$ cat src/hw/rtl/rrts_pkg.sv
package rrts_pkg;

  // Number of tasks, task 0 being the idle task
  localparam int TASK_COUNT = 5;
  localparam int IDX_W      = (TASK_COUNT > 1) ? $clog2(TASK_COUNT) : 1;

  // Field widths of the stream payloads
  localparam int DATA_W     = 32;
  localparam int TASK_W     = 3;
  localparam int OP_W       = 2;
  localparam int IN_DATA_W  = 72;
  localparam int OUT_DATA_W = 40;

  typedef logic [IDX_W-1:0] idx_t;

  typedef enum logic [OP_W-1:0] {
    OP_TICK      = 2'd0,
    OP_DELAY     = 2'd1,
    OP_SWITCH    = 2'd2,
    OP_SET_STACK = 2'd3
  } op_t;

  typedef enum logic [1:0] {
    ST_IDLE,
    ST_RUN,
    ST_LOAD
  } state_t;

  // Command word that walks the row of task cells, one cell per cycle.
  // data: new tick count, wake time or stack pointer depending on op.
  // hi/lo: first ready task above / at-or-below the running task.
  typedef struct packed {
    logic              valid;
    op_t               op;
    logic [DATA_W-1:0] data;
    idx_t              tgt;
    logic              tgt_ok;
    idx_t              cur;
    logic              hi_ok;
    idx_t              hi;
    logic              lo_ok;
    idx_t              lo;
  } cmd_t;

endpackage

$ cat src/hw/rtl/rrts_cell.sv
module rrts_cell import rrts_pkg::*; (
  input  logic              clk,
  input  logic              rst_n,
  input  idx_t              cell_id,
  input  cmd_t              cmd_in,
  output cmd_t              cmd_out,
  output logic [DATA_W-1:0] stack_out
);

  logic              ready_r, ready_nxt;
  logic [DATA_W-1:0] wake_r, wake_nxt;
  logic [DATA_W-1:0] stack_r, stack_nxt;
  cmd_t              cmd_r, cmd_nxt;
  logic              hit;
  logic              cand;

  // Act on the passing request for this task, then hand it on
  always_comb begin
    ready_nxt = ready_r;
    wake_nxt  = wake_r;
    stack_nxt = stack_r;
    cmd_nxt   = cmd_in;
    hit       = cmd_in.tgt_ok && (cmd_in.tgt == cell_id);
    cand      = (cell_id != '0) && ready_r;
    if (cmd_in.valid) begin
      unique case (cmd_in.op)
        OP_TICK: begin
          // wake a blocked task whose time has come
          if ((cell_id != '0) && !ready_r && (wake_r == cmd_in.data)) begin
            ready_nxt = 1'b1;
          end
        end
        OP_DELAY: begin
          if (hit) begin
            wake_nxt  = cmd_in.data;
            ready_nxt = 1'b0;
          end
        end
        OP_SWITCH: begin
          if (hit) begin
            stack_nxt = cmd_in.data;
          end
          // record first ready candidate on each side of the running task
          if (cand) begin
            if ((cell_id > cmd_in.cur) && !cmd_in.hi_ok) begin
              cmd_nxt.hi_ok = 1'b1;
              cmd_nxt.hi    = cell_id;
            end else if ((cell_id <= cmd_in.cur) && !cmd_in.lo_ok) begin
              cmd_nxt.lo_ok = 1'b1;
              cmd_nxt.lo    = cell_id;
            end
          end
        end
        OP_SET_STACK: begin
          if (hit) begin
            stack_nxt = cmd_in.data;
          end
        end
        default: begin
          ready_nxt = ready_r;
        end
      endcase
    end
  end

  always_ff @(posedge clk) begin
    if (!rst_n) begin
      ready_r <= 1'b1;
      cmd_r   <= '0;
    end else begin
      ready_r <= ready_nxt;
      cmd_r   <= cmd_nxt;
    end
  end

  always_ff @(posedge clk) begin
    wake_r  <= wake_nxt;
    stack_r <= stack_nxt;
  end

  assign cmd_out   = cmd_r;
  assign stack_out = stack_r;

endmodule

$ cat src/hw/rtl/round_robin_task_scheduler_top.sv
// Channel   Direction  Payload
// in_*      request    tuser: op; tdata: delay_ticks, stack_value, task_index
// out_*     result     tdata: running_task_out, stack_out, switch_request
//
// One request at a time: after acceptance the request walks the row of task
// cells, the new running task is taken from the end of the row, and the stack
// word is read into the output register in the load state. The next request
// can be taken in the cycle after the load.
// Reset (rst_n low, synchronous) clears the tick count, makes task 1 running
// and marks every task ready; no request is taken while reset is held.
// A stalled result holds in the output register; the next request may be
// accepted meanwhile and waits before its load.
module round_robin_task_scheduler_top import rrts_pkg::*; (
  input  logic                  clk,
  input  logic                  rst_n,
  input  logic                  in_tvalid,
  output logic                  in_tready,
  // [31:0] delay_ticks, [63:32] stack_value, [66:64] task_index, rest zero
  input  logic [IN_DATA_W-1:0]  in_tdata,
  // [1:0] op
  input  logic [OP_W-1:0]       in_tuser,
  output logic                  out_tvalid,
  input  logic                  out_tready,
  // [2:0] running_task_out, [34:3] stack_out, [35] switch_request, rest zero
  output logic [OUT_DATA_W-1:0] out_tdata
);

  state_t                state_r, state_nxt;
  logic [DATA_W-1:0]     tick_r, tick_nxt;
  idx_t                  cur_r, cur_nxt;
  logic                  req_r, req_nxt;
  cmd_t                  head_r, head_nxt;
  logic                  out_valid_r, out_valid_nxt;
  logic [OUT_DATA_W-1:0] out_data_r, out_data_nxt;

  logic                  accept;
  logic                  load_out;
  op_t                   op_in;
  logic [DATA_W-1:0]     delay_in;
  logic [DATA_W-1:0]     sp_in;
  logic [TASK_W-1:0]     idx_in;
  cmd_t                  chain [TASK_COUNT+1];
  logic [DATA_W-1:0]     stack_w [TASK_COUNT];
  cmd_t                  tail;

  assign op_in    = op_t'(in_tuser);
  assign delay_in = in_tdata[31:0];
  assign sp_in    = in_tdata[63:32];
  assign idx_in   = in_tdata[66:64];
  assign accept   = in_tvalid && in_tready;
  assign tail     = chain[TASK_COUNT];

  // Next state
  always_comb begin
    state_nxt = state_r;
    unique case (state_r)
      ST_IDLE: if (accept) state_nxt = ST_RUN;
      ST_RUN:  if (tail.valid) state_nxt = ST_LOAD;
      ST_LOAD: if (!out_valid_r || out_tready) state_nxt = ST_IDLE;
      default: state_nxt = ST_IDLE;
    endcase
  end

  // State outputs
  always_comb begin
    in_tready = 1'b0;
    load_out  = 1'b0;
    unique case (state_r)
      ST_IDLE: in_tready = rst_n;
      ST_RUN:  in_tready = 1'b0;
      ST_LOAD: load_out  = !out_valid_r || out_tready;
      default: in_tready = 1'b0;
    endcase
  end

  // Build the request word for the cell row and advance scheduler state
  always_comb begin
    head_nxt = '0;
    tick_nxt = tick_r;
    cur_nxt  = cur_r;
    req_nxt  = req_r;
    if (accept) begin
      head_nxt.valid = 1'b1;
      head_nxt.op    = op_in;
      head_nxt.cur   = cur_r;
      unique case (op_in)
        OP_TICK: begin
          tick_nxt      = tick_r + 32'd1;
          head_nxt.data = tick_r + 32'd1;
          req_nxt       = 1'b1;
        end
        OP_DELAY: begin
          // the idle task cannot be blocked
          head_nxt.data   = tick_r + delay_in;
          head_nxt.tgt    = cur_r;
          head_nxt.tgt_ok = (cur_r != '0);
          req_nxt         = (cur_r != '0);
        end
        OP_SWITCH: begin
          head_nxt.data   = sp_in;
          head_nxt.tgt    = cur_r;
          head_nxt.tgt_ok = 1'b1;
          req_nxt         = 1'b0;
        end
        OP_SET_STACK: begin
          head_nxt.data   = sp_in;
          head_nxt.tgt    = idx_t'(idx_in);
          head_nxt.tgt_ok = ({{(DATA_W-TASK_W){1'b0}}, idx_in} < DATA_W'(TASK_COUNT));
          req_nxt         = 1'b0;
        end
        default: begin
          req_nxt = 1'b0;
        end
      endcase
    end
    // pick next ready task round robin, idle task if none
    if ((state_r == ST_RUN) && tail.valid && (tail.op == OP_SWITCH)) begin
      if (tail.hi_ok) begin
        cur_nxt = tail.hi;
      end else if (tail.lo_ok) begin
        cur_nxt = tail.lo;
      end else begin
        cur_nxt = '0;
      end
    end
  end

  // Output register
  always_comb begin
    out_valid_nxt = out_valid_r;
    out_data_nxt  = out_data_r;
    if (load_out) begin
      out_valid_nxt = 1'b1;
      out_data_nxt  = {{(OUT_DATA_W-TASK_W-DATA_W-1){1'b0}}, req_r, stack_w[cur_r],
                       TASK_W'(cur_r)};
    end else if (out_tready) begin
      out_valid_nxt = 1'b0;
    end
  end

  always_ff @(posedge clk) begin
    if (!rst_n) begin
      state_r     <= ST_IDLE;
      tick_r      <= '0;
      cur_r       <= idx_t'(1);
      req_r       <= 1'b0;
      head_r      <= '0;
      out_valid_r <= 1'b0;
    end else begin
      state_r     <= state_nxt;
      tick_r      <= tick_nxt;
      cur_r       <= cur_nxt;
      req_r       <= req_nxt;
      head_r      <= head_nxt;
      out_valid_r <= out_valid_nxt;
    end
  end

  always_ff @(posedge clk) begin
    out_data_r <= out_data_nxt;
  end

  assign out_tvalid = out_valid_r;
  assign out_tdata  = out_data_r;

  // Row of task cells, the request moving one cell per cycle
  assign chain[0] = head_r;

  for (genvar i = 0; i < TASK_COUNT; i++) begin : g_cell
    rrts_cell u_cell (
      .clk       (clk),
      .rst_n     (rst_n),
      .cell_id   (idx_t'(i)),
      .cmd_in    (chain[i]),
      .cmd_out   (chain[i+1]),
      .stack_out (stack_w[i])
    );
  end

endmodule

$ cat config.mk
export PLATFORM = sky130hd
export DESIGN_NAME = round_robin_task_scheduler_top
export DESIGN_NICKNAME = d
export VERILOG_FILES = /design/src/hw/rtl/rrts_pkg.sv /design/src/hw/rtl/rrts_cell.sv /design/src/hw/rtl/round_robin_task_scheduler_top.sv
export SDC_FILE = /design/constraint.sdc
export NUM_CORES = 1
export LEC_CHECK = 0
export BUFFER_PORTS_ARGS = -buffer_cell sky130_fd_sc_hd__buf_2
export CORE_ASPECT_RATIO = 2
export CORE_MARGIN = 4
export CORE_UTILIZATION = 35
export CTS_CLUSTER_SIZE = 16
export DETAILED_ROUTE_END_ITERATION = 8
export HOLD_SLACK_MARGIN = 0.15
export PLACE_DENSITY = 0.59
export REMOVE_ABC_BUFFERS = 1
export SYNTH_ARGS = -nofsm -noshare
export SYNTH_HDL_FRONTEND = slang
export SYNTH_SLANG_ARGS = --single-unit
$ cat constraint.sdc
create_clock -name clk -period 6.7 [get_ports clk]
set_clock_uncertainty 0.2 [all_clocks]
set_input_delay 1.34 -clock clk [delete_from_list [all_inputs] [get_ports clk]]
set_output_delay 1.34 -clock clk [all_outputs]
set_load 0.005 [all_outputs]
==> impl_metrics.toml <==
[cts]
clock_latency_ns = 0.59
htree_levels = 2
cts_tree = "built"
numCtsBuffers = 50
postCtsResizedCells = 0
clk_path_buf_depth = 3
path_clk_slew_ns = 0.07
cts-hold-fix-buffers = 0
ctsRootBufferMaster = "clkbuf_16"
cts_setup_buffers = 0
cts_sinks = 600

[global_route]
overflow = 0
grt_busiest_layer = "met2"
grt_pass1_wl_um = 85000
use_met3_pct = 1.96
grt_usage_pct = 15.5
antenna_found_initial = 0
grtUsageMet2_pct = 29.6
met1_usage_pct = 16.9
grt_max_degree = 182
grt_pass1_vias = 14300

[placed_design]
place_hpwl_um = 41900
place_area_um2 = 24900
port_buffers = 110
place.gp.congestion = 0.856

[yosys]
synth.yosys.seq_area_share_pct = 65.4
synthDistinctLibCells = 68
synth_cells = 1822
synth-edff-count = 324
synth_ff_type = "edfxtp_1"
ys_ff_latch = 600
syn_avg_cell_area_um2 = 12.8
ys_warn_count = 0
ys_async_sr_fraction_pct = 0
syn-cell-area_um2 = 23300

[die]
io_pins = 120
die-area_um2 = 71100
core_area_um2 = 65900
std_cell_rows = 133
die_h_um = 373
chipWidth_um = 191
start_util_pct = 35.4

[setup_path]
cp_max_fo = 5
crit_type = "input port to register"
r2r_slack_ns = 3.00
required_ns = 7.01
reg2reg_depth = 8
start_kind = "input port"
cp.arrival_ns = 4.45
reg2reg_to = "chain[288]"
end_kind = "register"
reg2reg_from = "tick_r[4]"

[timing]
max_freq_mhz = 241
tightest_slew_ns = 1.14
max-slew-margin-rel_pct = 23.8
min_period_over_period_pct = 61.8
slew_viol_final = 0
timing_hold_violations_final = 0
rsz0062_at_grt = "no"
post-route-min-period_ns = 4.14
tns_ns = 0
setup_viol_count_final = 0
hold_ws_ns = 0.205

[routing]
drtAntennaViolNets = 0
drt-total-wl_um = 56200
drtIter0Drc = 737
wl_per_cell_um = 19.7
vias_per_cell = 4.83
vias = 13800
drt_first_pass_iters = 5
drc = 0

[worst_hold_path]
min-delay-start = "g_cell[1].u_cell.cmd_out[4]"
whs_path_depth = 1
min_path_type = "register to register"
min_to = "g_cell[2].u_cell.cmd_out[5]"

[power]
power.leakage_nw = 10.3
power_density_nw_per_um2 = 261
ir_drop_v = 0.000206

[finish]
drive_above_1_share_pct = 13.5
areaGrowthSynthToFinish_pct = 13.5
antenna_cells = 0
nets = 2042
stdcell_area_um2 = 26500
fillers = 6359

[status]
outcome = "finished clean"

[run]
max_cap_violations = 0
-- worst max-delay path, stage by stage --
cell      delay [ns]
buf_2           0.11
ha_1            0.36
a21o_1          0.24
a31o_2          0.23
nor2_1          0.21
o21ai_0         0.31
a311oi_1        1.05
a221oi_1        0.37
o21ai_0         0.23
-- layer usage --
metal	share of wire, %	vias up	wire length [um]
li1	-	6705	-
met1	38	6670	21100
met2	55	284	30700
met3	3.2	104	1780
met4	4.6	0	2600
met5	0	-	0
-- worst max path at each step --
| stage | from | to | slack, ns |
|---|---|---|---|
| 6_report | in_tdata[4] | chain[288] | 2.56 |
| 5_1_grt | in_tdata[4] | chain[288] | 2.59 |
| 4_1_cts | in_tdata[4] | chain[288] | 2.62 |
| 3_5_place_dp | in_tdata[4] | chain[288] | 2.01 |
| 3_3_place_gp | in_tdata[4] | chain[288] | 2.07 |
| 2_1_floorplan | rst_n | tick_r[13] | 1.63 |
-- sequential cells by signal, indices dropped and copies added, names as in the netlist --
| register | cells |
|---|---|
| g_cell.u_cell.ready_r | 4 |
| chain | 42 |
| g_cell.u_cell.cmd_out | 191 |
| out_tvalid | 1 |
| cur_r | 3 |
| req_r | 1 |
| g_cell.u_cell.stack_out | 160 |
| out_tdata | 36 |
| state_r | 2 |
| g_cell.u_cell.wake_r | 128 |
| tick_r | 32 |
-- cells by family (layout without fill, tap and decap cells) --
| logic type | count (synthesis) | in the layout | share of synthesized area [%] |
|---|---|---|---|
| flops | 600 | 600 | 65.4 |
| simple gates | 572 | 572 | 13.2 |
| compound gates | 249 | 249 | 6.61 |
| xor+xnor | 199 | 199 | 7.47 |
| buf+inv | 134 | 280 | 2.34 |
| mux | 34 | 34 | 3.18 |
| fa+ha+maj | 33 | 33 | 1.80 |
| other cells | 1 | 4 | 0.0161 |
-- stage by stage --
step / worst slack [ns] / power [mW] / util, % / instances
CTS: 2.62 / 6.98 / 40.2 / 2848
global placement: 2.07 / 4.12 / 37.7 / 2756
floorplan: 1.63 / 4.03 / - / 1748
global route: 2.59 / 7.14 / 40.2 / 2848
finish: 2.56 / 6.90 / 40.2 / 2848
detailed placement: 2.01 / 4.12 / 37.7 / 2756
-- layout by cell type, fill, tap and decap left out, drive strengths merged, types with 27 or more instances in the layout --
| cell type | count |
|---|---|
| edfxtp | 324 |
| dfxtp | 276 |
| and2 | 173 |
| xor2 | 141 |
| buf | 131 |
| nand2 | 118 |
| nor2 | 98 |
| o21ai | 94 |
| clkbuf | 72 |
| a21oi | 62 |
| inv | 61 |
| xnor2 | 58 |
| nor4 | 35 |
| mux4 | 32 |
| ha | 32 |
| nand4 | 31 |
| nand3 | 27 |
-- power by group --
group	switching, mW	internal (mW)
Sequential	0.0189	3.86
Clock	1.32	1.54
Combinational	0.0954	0.0558
-- synthesized netlist by cell type (all sizes together) (22+ instances only) --
| library cell | instances | area share [%] |
|---|---|---|
| a21oi | 62 | 1.3 |
| a22oi | 22 | 0.71 |
| and2 | 173 | 4.6 |
| buf | 28 | 0.63 |
| clkbuf | 49 | 0.79 |
| dfxtp | 276 | 24 |
| edfxtp | 324 | 42 |
| ha | 32 | 1.7 |
| inv | 57 | 0.92 |
| mux4 | 32 | 3.1 |
| nand2 | 118 | 1.9 |
| nand3 | 27 | 0.58 |
| nand4 | 31 | 0.83 |
| nor2 | 98 | 1.6 |
| nor4 | 35 | 0.97 |
| o21ai | 94 | 2.0 |
| xnor2 | 58 | 2.2 |
| xor2 | 141 | 5.3 |
-- area by class of cell --
cell class | instances | area, um2 | area share, %
timing repair buffer | 131 | 723 | 2.73
tap | 877 | 1100 | 4.15
multi-input combinational | 1091 | 7580 | 28.7
clock buffer | 72 | 1430 | 5.40
sequential | 600 | 15300 | 57.6
inverter | 57 | 214 | 0.808
clock inverter | 20 | 164 | 0.619
Note: power is estimated with default switching activity, not from simulation.
